### src/design/chm_pkg.sv
package chm_pkg;

	// Default sizing of the tag store.
	localparam int MAX_LINES_DEF  = 64;
	localparam int LINE_BYTES_DEF = 64;

	// Configuration register indexes.
	localparam logic [1:0] CFG_FA    = 2'd0;
	localparam logic [1:0] CFG_SPLIT = 2'd1;
	localparam logic [1:0] CFG_LG    = 2'd2;

	// Reset value of the line count exponent.
	localparam logic [2:0] LG_RESET = 3'd6;

	// Configuration as seen by the lookup sequencer.
	typedef struct packed {
		logic       fa;
		logic       split;
		logic [2:0] lg;
	} chm_cfg_t;

	// Result handed from the sequencer to the output stage.
	typedef struct packed {
		logic done;
		logic hit;
	} chm_result_t;

endpackage

### src/design/cache_hit_model_dm_fa_fifo.sv
// Steps: S_SCAN reads and compares, S_WRITE stores the tag on a miss, S_DONE hands over.
// Direct mapped compares the indexed line; fully associative scans up to 2^lg lines, one stored
// tag compared per cycle through the single tag RAM read port and one shared comparator.
// The next item is taken once the sequencer is idle, even while the previous result waits on
// the output; a result that the output register cannot take holds the sequencer in S_DONE.
// Reset (arst_n low): valid bits, FIFO state and totals clear; direct mapped, unified, lg 6.
module cache_hit_model_dm_fa_fifo import chm_pkg::*; #(
	parameter int MAX_LINES  = MAX_LINES_DEF,
	parameter int LINE_BYTES = LINE_BYTES_DEF
) (
	input  logic         clk,
	input  logic         arst_n,
	input  logic         cfg_we,
	input  logic [1:0]   cfg_index,
	input  logic [2:0]   cfg_wdata,
	input  logic         s_axis_tvalid,
	output logic         s_axis_tready,
	input  logic [31:0]  s_axis_tdata,   // address[31:0]
	input  logic [0:0]   s_axis_tuser,   // access_kind[0]
	output logic         m_axis_tvalid,
	input  logic         m_axis_tready,
	output logic [135:0] m_axis_tdata    // hit[0], access_total[64:1], hit_total[128:65]
);

	chm_cfg_t    cfg_q;
	chm_result_t res;
	logic        out_valid_q;
	logic        out_hit_q;
	logic [63:0] acc_q;
	logic [63:0] hits_q;
	logic        out_free;

	// Configuration registers.
	always_ff @(posedge clk or negedge arst_n) begin
		if (!arst_n) begin
			cfg_q.fa    <= 1'b0;
			cfg_q.split <= 1'b0;
			cfg_q.lg    <= LG_RESET;
		end else if (cfg_we) begin
			case (cfg_index)
				CFG_FA:    cfg_q.fa    <= cfg_wdata[0];
				CFG_SPLIT: cfg_q.split <= cfg_wdata[0];
				CFG_LG:    cfg_q.lg    <= cfg_wdata;
				default: begin
				end
			endcase
		end
	end

	assign out_free = !out_valid_q || m_axis_tready;

	chm_lookup #(
		.MAX_LINES  (MAX_LINES),
		.LINE_BYTES (LINE_BYTES)
	) u_lookup (
		.clk      (clk),
		.arst_n   (arst_n),
		.cfg      (cfg_q),
		.in_valid (s_axis_tvalid),
		.in_ready (s_axis_tready),
		.in_addr  (s_axis_tdata),
		.in_kind  (s_axis_tuser[0]),
		.out_free (out_free),
		.res      (res)
	);

	// Running totals double as the output payload.
	always_ff @(posedge clk or negedge arst_n) begin
		if (!arst_n) begin
			out_valid_q <= 1'b0;
			out_hit_q   <= 1'b0;
			acc_q       <= '0;
			hits_q      <= '0;
		end else if (res.done) begin
			out_valid_q <= 1'b1;
			out_hit_q   <= res.hit;
			acc_q       <= acc_q + 64'd1;
			hits_q      <= hits_q + {63'd0, res.hit};
		end else if (m_axis_tready) begin
			out_valid_q <= 1'b0;
		end
	end

	assign m_axis_tvalid = out_valid_q;
	assign m_axis_tdata  = {7'd0, hits_q, acc_q, out_hit_q};

endmodule

### src/design/chm_tag_ram.sv
module chm_tag_ram #(
	parameter int DEPTH = 128,
	parameter int AW    = 7,
	parameter int DW    = 26
) (
	input  logic          clk,
	input  logic          we,
	input  logic [AW-1:0] waddr,
	input  logic [DW-1:0] wdata,
	input  logic          re,
	input  logic [AW-1:0] raddr,
	output logic [DW-1:0] rdata
);

	logic [DW-1:0] mem [DEPTH];

	// One write port and one registered read port.
	always_ff @(posedge clk) begin
		if (we) begin
			mem[waddr] <= wdata;
		end
		if (re) begin
			rdata <= mem[raddr];
		end
	end

endmodule

### src/design/chm_lookup.sv
module chm_lookup import chm_pkg::*; #(
	parameter int MAX_LINES  = MAX_LINES_DEF,
	parameter int LINE_BYTES = LINE_BYTES_DEF
) (
	input  logic        clk,
	input  logic        arst_n,
	input  chm_cfg_t    cfg,
	input  logic        in_valid,
	output logic        in_ready,
	input  logic [31:0] in_addr,
	input  logic        in_kind,
	input  logic        out_free,
	output chm_result_t res
);

	localparam int OFF    = $clog2(LINE_BYTES + 1) - 1;
	localparam int TAG_W  = 32 - OFF;
	localparam int LG_MAX = $clog2(MAX_LINES + 1) - 1;
	localparam int LG_CAP = (LG_MAX > 7) ? 7 : LG_MAX;
	localparam int IDX_W  = LG_CAP;
	localparam int CNT_W  = IDX_W + 1;
	localparam int DEPTH  = 2 * MAX_LINES;
	localparam int ADDR_W = $clog2(DEPTH);
	localparam logic [4:0] OFF5 = 5'(OFF);

	typedef enum logic [3:0] {
		S_IDLE  = 4'b0001,
		S_SCAN  = 4'b0010,
		S_WRITE = 4'b0100,
		S_DONE  = 4'b1000
	} state_t;

	state_t             state_q;
	logic [TAG_W-1:0]   tag_q;
	logic [IDX_W-1:0]   idx_q;
	logic               part_q;
	logic               fa_q;
	logic [2:0]         lg_q;
	logic [CNT_W-1:0]   cnt_q;
	logic [CNT_W-1:0]   n_q;
	logic               hit_q;
	logic               cmp_vld_s1;
	logic               cmp_last_s1;
	logic [ADDR_W-1:0]  cmp_slot_s1;
	logic [DEPTH-1:0]   valid_q;
	logic [CNT_W-1:0]   fill_q   [2];
	logic [IDX_W-1:0]   oldest_q [2];

	logic [2:0]         lg_in;
	logic [CNT_W-1:0]   lines_in;
	logic [IDX_W-1:0]   mask_in;
	logic [4:0]         sh_in;
	logic               accept;
	logic [IDX_W-1:0]   scan_i;
	logic [ADDR_W-1:0]  rd_slot;
	logic               issue;
	logic [TAG_W-1:0]   rdata;
	logic               match;
	logic [CNT_W-1:0]   lines;
	logic [IDX_W-1:0]   mask;
	logic [CNT_W-1:0]   fill_cur;
	logic               room;
	logic [IDX_W-1:0]   vic_i;
	logic [ADDR_W-1:0]  wr_slot;
	logic               we;

	// Effective line count of the incoming item, clamped to the size of one partition.
	assign lg_in    = (cfg.lg > 3'(LG_CAP)) ? 3'(LG_CAP) : cfg.lg;
	assign lines_in = CNT_W'(1) << lg_in;
	assign mask_in  = IDX_W'(lines_in - CNT_W'(1));
	assign sh_in    = cfg.fa ? OFF5 : OFF5 + 5'(lg_in);
	assign accept   = in_valid && (state_q == S_IDLE);
	assign in_ready = (state_q == S_IDLE);

	// Scan address: one line per cycle in associative mode, the indexed line otherwise.
	assign scan_i  = fa_q ? cnt_q[IDX_W-1:0] : idx_q;
	assign rd_slot = part_q ? ADDR_W'(MAX_LINES) + ADDR_W'(scan_i) : ADDR_W'(scan_i);
	assign issue   = (state_q == S_SCAN) && (cnt_q != n_q);

	// The single shared tag comparator.
	assign match = cmp_vld_s1 && valid_q[cmp_slot_s1] && (rdata == tag_q);

	// Victim choice on a miss.
	assign lines    = CNT_W'(1) << lg_q;
	assign mask     = IDX_W'(lines - CNT_W'(1));
	assign fill_cur = fill_q[part_q];
	assign room     = fill_cur < lines;
	assign vic_i    = !fa_q ? idx_q : (room ? fill_cur[IDX_W-1:0] : (oldest_q[part_q] & mask));
	assign wr_slot  = part_q ? ADDR_W'(MAX_LINES) + ADDR_W'(vic_i) : ADDR_W'(vic_i);
	assign we       = (state_q == S_WRITE);

	chm_tag_ram #(
		.DEPTH (DEPTH),
		.AW    (ADDR_W),
		.DW    (TAG_W)
	) u_ram (
		.clk   (clk),
		.we    (we),
		.waddr (wr_slot),
		.wdata (tag_q),
		.re    (issue),
		.raddr (rd_slot),
		.rdata (rdata)
	);

	// Item registers, loaded when an item is accepted, and compare-stage registers, loaded on each read.
	always_ff @(posedge clk) begin
		if (accept) begin
			tag_q  <= TAG_W'(in_addr >> sh_in);
			idx_q  <= in_addr[OFF +: IDX_W] & mask_in;
			part_q <= cfg.split & in_kind;
			fa_q   <= cfg.fa;
			lg_q   <= lg_in;
			n_q    <= cfg.fa ? lines_in : CNT_W'(1);
		end
		if (issue) begin
			cmp_slot_s1 <= rd_slot;
			cmp_last_s1 <= (cnt_q + CNT_W'(1)) == n_q;
		end
	end

	// Sequencer, scan counter and compare pipeline.
	always_ff @(posedge clk or negedge arst_n) begin
		if (!arst_n) begin
			state_q    <= S_IDLE;
			cnt_q      <= '0;
			hit_q      <= 1'b0;
			cmp_vld_s1 <= 1'b0;
		end else begin
			cmp_vld_s1 <= issue;
			case (state_q)
				S_IDLE: begin
					if (accept) begin
						cnt_q   <= '0;
						hit_q   <= 1'b0;
						state_q <= S_SCAN;
					end
				end
				S_SCAN: begin
					if (issue) begin
						cnt_q <= cnt_q + CNT_W'(1);
					end
					if (match) begin
						hit_q   <= 1'b1;
						state_q <= S_DONE;
					end else if (cmp_vld_s1 && cmp_last_s1) begin
						state_q <= S_WRITE;
					end
				end
				S_WRITE: begin
					state_q <= S_DONE;
				end
				S_DONE: begin
					if (out_free) begin
						state_q <= S_IDLE;
					end
				end
				default: begin
					state_q <= S_IDLE;
				end
			endcase
		end
	end

	// Valid bits and FIFO pointers, updated on a miss.
	always_ff @(posedge clk or negedge arst_n) begin
		if (!arst_n) begin
			valid_q     <= '0;
			fill_q[0]   <= '0;
			fill_q[1]   <= '0;
			oldest_q[0] <= '0;
			oldest_q[1] <= '0;
		end else if (we) begin
			valid_q[wr_slot] <= 1'b1;
			if (fa_q) begin
				if (room) begin
					fill_q[part_q] <= fill_cur + CNT_W'(1);
				end else begin
					oldest_q[part_q] <= (vic_i + IDX_W'(1)) & mask;
				end
			end
		end
	end

	assign res.done = (state_q == S_DONE) && out_free;
	assign res.hit  = hit_q;

endmodule

### config.mk
export PLATFORM = sky130hd
export DESIGN_NAME = cache_hit_model_dm_fa_fifo
export DESIGN_NICKNAME = d
export VERILOG_FILES = /design/src/design/chm_pkg.sv /design/src/design/cache_hit_model_dm_fa_fifo.sv /design/src/design/chm_tag_ram.sv /design/src/design/chm_lookup.sv
export SDC_FILE = /design/constraint.sdc
export NUM_CORES = 2
export LEC_CHECK = 0
export BUFFER_PORTS_ARGS = -buffer_cell sky130_fd_sc_hd__buf_2
export CORE_UTILIZATION = 48
export DETAILED_ROUTE_END_ITERATION = 8
export GPL_ROUTABILITY_DRIVEN = 0
export GPL_TIMING_DRIVEN = 0
export PLACE_DENSITY = 0.73
export SETUP_SLACK_MARGIN = 0.1
export SLEW_MARGIN = 0
export SYNTH_ARGS = -nofsm -noshare
export SYNTH_HDL_FRONTEND = slang
export SYNTH_HIERARCHICAL = 1
export SYNTH_SLANG_ARGS = --single-unit
### constraint.sdc
create_clock -name clk -period 7.7 [get_ports clk]
set_input_delay 1.54 -clock clk [delete_from_list [all_inputs] [get_ports clk]]
set_output_delay 1.54 -clock clk [all_outputs]
set_load 0.02 [all_outputs]
After elaboration in Yosys (flattened, before gate mapping) --
Memory sizes are Yosys's and may differ from the RTL's. A register that Yosys moved wholly into a read port is not among the register bits. Index checks and enable logic that the tools add are counted.
Word-level totals: bits in registers 354, bits in writable memories 3328, input bits 43, output and inout port bits 138, word-level logic and storage cells 125, memories 1
Memories:
- u_lookup.u_ram.mem | words 128, width 26, read ports 1, clocked after memory_dff 1, wr ports 1, RTL line chm_tag_ram.sv:15 | logic [DW-1:0] mem [DEPTH];
Operators by class: add/subtract/negate cells 10, magnitude comparators 7, equality and inequality tests 14, shift operators 3, mux-type cells 38, bitwise logic cells 7, reductions and logical operators 21
Operator list (number):
- OR 128 bit | 1
- adder 64 x 1 -> 64 bit | 1
- adder 64 x 1 -> 64 bit, second input constant | 1
- two-way mux 7 bit | 8
- two-way mux 6 bit | 7
- >> shifter 32 x 5 -> 26 bit | 1
- == test 26 bit | 1
- AND 6 bit | 3
- < comparator 7 x 8 -> 1 bit, second input constant | 2
- two-way mux 4 bit | 4
- one-hot mux 4 bit (4 select lines) | 1
- AND reduction 3 bit | 5
- adder 7 x 1 -> 7 bit, second input constant | 2
- adder 7 x 6 -> 7 bit, first input constant | 2
- bitwise mux 14 bit | 1
- one-hot mux 7 bit (2 select lines) | 1
- left shift 1 x 3 -> 7 bit, first input constant | 2
- bitwise mux 12 bit | 1
- subtractor 6 x 1 -> 6 bit, second input constant | 2
- logical AND 1 bit | 8
- two-way mux 1 bit | 8
- != test 2 x 1 -> 1 bit, second input constant | 4
- binary-select mux 1 bit (select 7 bit) | 1
- demux 1 bit (select 7 bit) | 1
- 29 further kinds | 32

Logic depth before layout (Yosys ltp) --
depth after elaboration 14, mapped depth 15, depth with buffers taken out 12

Hierarchy --
Netlist, hierarchy kept.
Modules (own cells, without submodules):
- chm_tag_ram | times used 1, cells an instance 4902, area an instance 127358.4 µm², seq. area each 100716.6 µm²
- chm_lookup | times used 1, cells an instance 952, area an instance 11421.0 µm², seq. area each 5741.8 µm²
- cache_hit_model_dm_fa_fifo | times used 1, cells an instance 559, area an instance 6263.5 µm², seq. area each 3380.7 µm²

Least setup slack after synthesis --
Ideal clock, no wire load.
path kind reg-to-reg, start reg u_lookup.part_q, end mem u_lookup.u_ram.mem[78][0] (enable), library setup time 0.442 ns, arrival 5.429 ns, required time 7.258 ns, path slack 1.829 ns, stages on the path, launching flop included 14, buffers on the path 3, period minus slack after synthesis 5.871 ns, path through edfxtp_1 > buf_6 > buf_2 > mux2_2 > ha_1 > and4_1 > a221oi_2 > o21a_4 > nand2_1 > a31oi_1 > buf_4 > nor2b_1 > nand3_1 > nor3_1
Between the ends: word-level cells in the longest chain between the ends 9, elaborated cells on any way between the ends 13, those cells by class add/sub (1); order compare (1); mux (9); bitwise (2)
Ends and longest elaborated chain:
- start, declared | RTL line chm_lookup.sv:36 | logic part_q;
- start signal, assigned | RTL line chm_lookup.sv:111 | part_q <= cfg.split & in_kind;
- NOT 1 -> 2 bit (implied by the code) (*) | RTL line chm_lookup.sv:86, chm_lookup.sv:88
- two-way mux 7 bit (implied by the code) / two-way mux 6 bit (equally long branches) (3 in series) | RTL line chm_lookup.sv:86, chm_lookup.sv:88
- < comparator 7 bit / AND 6 bit (equally long branches) | RTL line chm_lookup.sv:87, chm_lookup.sv:88
- two-way mux 6 bit (*) (2 in series) | RTL line chm_lookup.sv:88 | assign vic_i = !fa_q ? idx_q : (room ? fill_cur[IDX_W-1:0] : (oldest_q[part_q] & mask));
- via u_lookup.vic_i[3] | RTL line chm_lookup.sv:63 | logic [IDX_W-1:0] vic_i;
- adder 7 x 6 -> 7 bit | RTL line chm_lookup.sv:89 | assign wr_slot = part_q ? ADDR_W'(MAX_LINES) + ADDR_W'(vic_i) : ADDR_W'(vic_i);
- two-way mux 7 bit (*) | RTL line chm_lookup.sv:89
- end, declared | RTL line chm_tag_ram.sv:15
Mark *: on every way through the listed nets, which the timed path passes. The rest lies on a longest branch. The select of a mux whose other input is x is not followed.

Final worst setup path --
start reg u_lookup.part_q, end mem u_lookup.u_ram.mem[57][16] (enable)
The elaborated chain is that of the path after synthesis.

==> flow_summary.yaml <==
run_status:
  status: "finished, violations left"
  violations: "capacitance limit, slew limit"
die:
  die_w_um: 551.7
  io_pins: 181
  die_area_um2: 304400
  start_util_pct: 48.30
  core_um2: 300300
  placementRows: 201
  die_h_um: 551.7
drt:
  first_pass_iters: 8
  num_vias: 73036
  wl_per_cell_um: 33.23
  drt_iter0_markers: 9968
  drtAntennaViolNets: 0
  viasPerCell: 6.393
  drcViolationCount: 0
  routed_wirelength_um: 379600
critical_path:
  r2r_start: "u_lookup/part_q"
  required_ns: 8.22
  start_kind: "flop"
  r2r_cells: 13
  reg2reg_to: "u_lookup/u_ram/mem[57][16]"
  cp_max_fo: 26
  endpoint_kind: "flop"
  regToRegSetupSlack_ns: 0.28
  worstSetupPathType: "reg2reg"
  cp.arrival_ns: 7.94
yosys:
  synthMuxAreaShare_pct: 18.65
  synth_top_area_share_pct: 70.52
  avgSynthCellArea_um2: 22.62
  synthCells: 6413
  yosysMostFrequentCell: "edfxtp_1"
  synth_ff_type: "edfxtp_1"
  synth-seq-area-share_pct: 75.73
  ys_warn_count: 6
  synthSimpleGateAreaFrac_pct: 2.350
  syn_area_um2: 145000
  synth-compound-area-share_pct: 1.100
  synth.distinct_cells: 85
  synth_seq_cells: 3708
  synth_top_cell_by_area: "edfxtp_1"
  synth_top_family_by_area: "multiplexers"
  synth_area_leaders: "edfxtp_1 (71%), mux4_2 (17%), dfrtp_1 (5.2%), mux2i_1 (0.71%), xnor2_1 (0.62%)"
  synth_top_cells_by_count: "edfxtp_1 (3406), mux4_2 (1124), dfrtp_1 (299), nor2_1 (213), clkbuf_1 (171)"
  synth_fa_ha_area_share_pct: 0.1277
  synth_xor_xnor_area_share_pct: 1.045
  synth_edf_count: 3406
  async_flop_share_pct: 8.145
timing:
  fin_crit_ns: 7.416
  rsz0062_at_grt: "no"
  finalCritPeriodShare_pct: 96.31
  layout_setup_ws_ns: 0.2840
  fin_hold_ws_ns: 0.4507
  skew_ns: 0.08063
  slew_headroom_pct: -0.2338
  setup_tns_ns: 0
  tightest_slew_ns: 1.504
  clock.fmax_ghz: 0.1348
  drv_slew: 10
  setup_viol: 0
  hold_violations: 0
clock_tree:
  cts_buffers: 362
  cts_num_sinks: 3708
  cts_tree: "built"
  clock_latency_ns: 0.93
  holdBufCountCts: 0
  htree_levels: 5
  cts_setup_buffers: 0
  cts_resized: 0
  clk_pin_slew_worst_paths_ns: 0.06
  cts-root-buf: "clkbuf_16"
  clock_path_buffers: 4
power:
  peakVddDrop_mv: 0.2086
  power_density_nw_per_um2: 323.4
  p_leak_nw: 54.62
  power_mw: 54.42
place:
  dp.cells: 10767
  portBuffers: 173
  hpwl_um: 245200
  placed_cell_area_um2: 156700
  dp_slack_ns: 0.6760
layout:
  post-route-cell-area_um2: 168300
  fin_cells: 11425
  fill_cells: 20864
  multiInputGateArea_um2: 34640
  seq_area_um2: 109800
  fin_nets: 7230
  post-route-util_pct: 56.04
  drive_above_1_share_pct: 31.68
  area_delta_synth_final_pct: 16.01
global_route:
  grt_max_degree: 95
  grt.overflow.total: 0
  grt_pass1_wl_um: 538100
  grt_pass1_vias: 73551
  antenna_found_initial: 46
  grt.total_usage_pct: 24.95
hold_path:
  holdCritStartpoint: "u_lookup/valid_q[71]"
  min_path_type: "reg2reg"
  holdPathStages: 1
  hold_end: "u_lookup/valid_q[71]"
flow_run:
  cap_violations: 1
[cells in the final DEF, fill, tap and decap left out, drive strengths merged, types with 18 or more instances in the layout]
master,instances
mux2i,105
nor3,48
xor2,70
nor2,219
clkbuf,608
diode,18
xnor2,103
nand4,54
buf,536
inv,30
nand2,147
edfxtp,3406
nor2b,18
nand3,67
nor4,26
clkinv,154
o21bai,64
a21o,67
mux4,1124
o21ai,22
bufinv,37
and3,26
dfrtp,299
mux2,59
[final cells by class]
class	instances	area share (%)
clock inverter	203	1.174
tap	3958	2.943
buffer	317	0.8187
sequential	3708	65.28
timing repair buffer	390	3.457
multi-input combinational	2368	20.59
clock buffer	437	5.658
inverter	26	0.05800
antenna	18	0.02677
[power breakdown]
part	internal, mW	switching (mW)
registers	23.5	0.319
logic	5.38	7.73
clock network	10.0	7.43
[state kept, by name (all words and copies together), names as in the netlist, 12 cells and up]
register and count:
acc_q 64, u_lookup/oldest_q 12, u_lookup/fill_q 14, hits_q 64
u_lookup/u_ram/rdata 26, u_lookup/valid_q 128, u_lookup/tag_q 26, u_lookup/u_ram/mem 3328
[logic make-up after synthesis]
| group | count (synthesis) |
|---|---|
| flops | 3708 |
| mux | 1288 |
| simple gates | 669 |
| buf+inv | 343 |
| compound gates | 216 |
| xor+xnor | 173 |
| fa+ha+maj | 15 |
| other cells | 1 |
[how the worst max path moves through the flow]
stage,startpoint,to,slack (ns),cells past startpoint
after floorplan,u_lookup/part_q,u_lookup/u_ram/mem[78][0],1.83,13
after detailed placement,u_lookup/part_q,u_lookup/u_ram/mem[17][11],0.68,13
after global routing,u_lookup/part_q,u_lookup/u_ram/mem[57][16],0.29,14
final,u_lookup/part_q,u_lookup/u_ram/mem[57][16],0.28,13
after global placement,u_lookup/part_q,u_lookup/u_ram/mem[86][14],-1.80,14
after CTS,u_lookup/part_q,u_lookup/u_ram/mem[61][18],0.66,14
[layer usage]
layer / routed length, µm / GRT usage [%] / vias up
met5: 236 / 0 / -
met4: 17150 / 10.21 / 36
met3: 46170 / 6.780 / 838
met2: 181200 / 39.89 / 4912
li1: - / - / 28586
met1: 134800 / 32.56 / 38664
[critical path, cell delays in order (launching register included)]
cell and delay [ns]:
edfxtp_1 0.86, buf_6 0.28, buf_2 0.29, mux2_2 0.40
ha_1 0.34, and4_1 0.24, a221oi_2 0.45, o21a_4 0.25
mux2i_1 0.15, nor2_1 0.92, clkbuf_1 0.41, nand3_1 0.67
clkbuf_2 0.75, nor2_4 1.00
No activity file was read; power rests on OpenSTA's default activity.
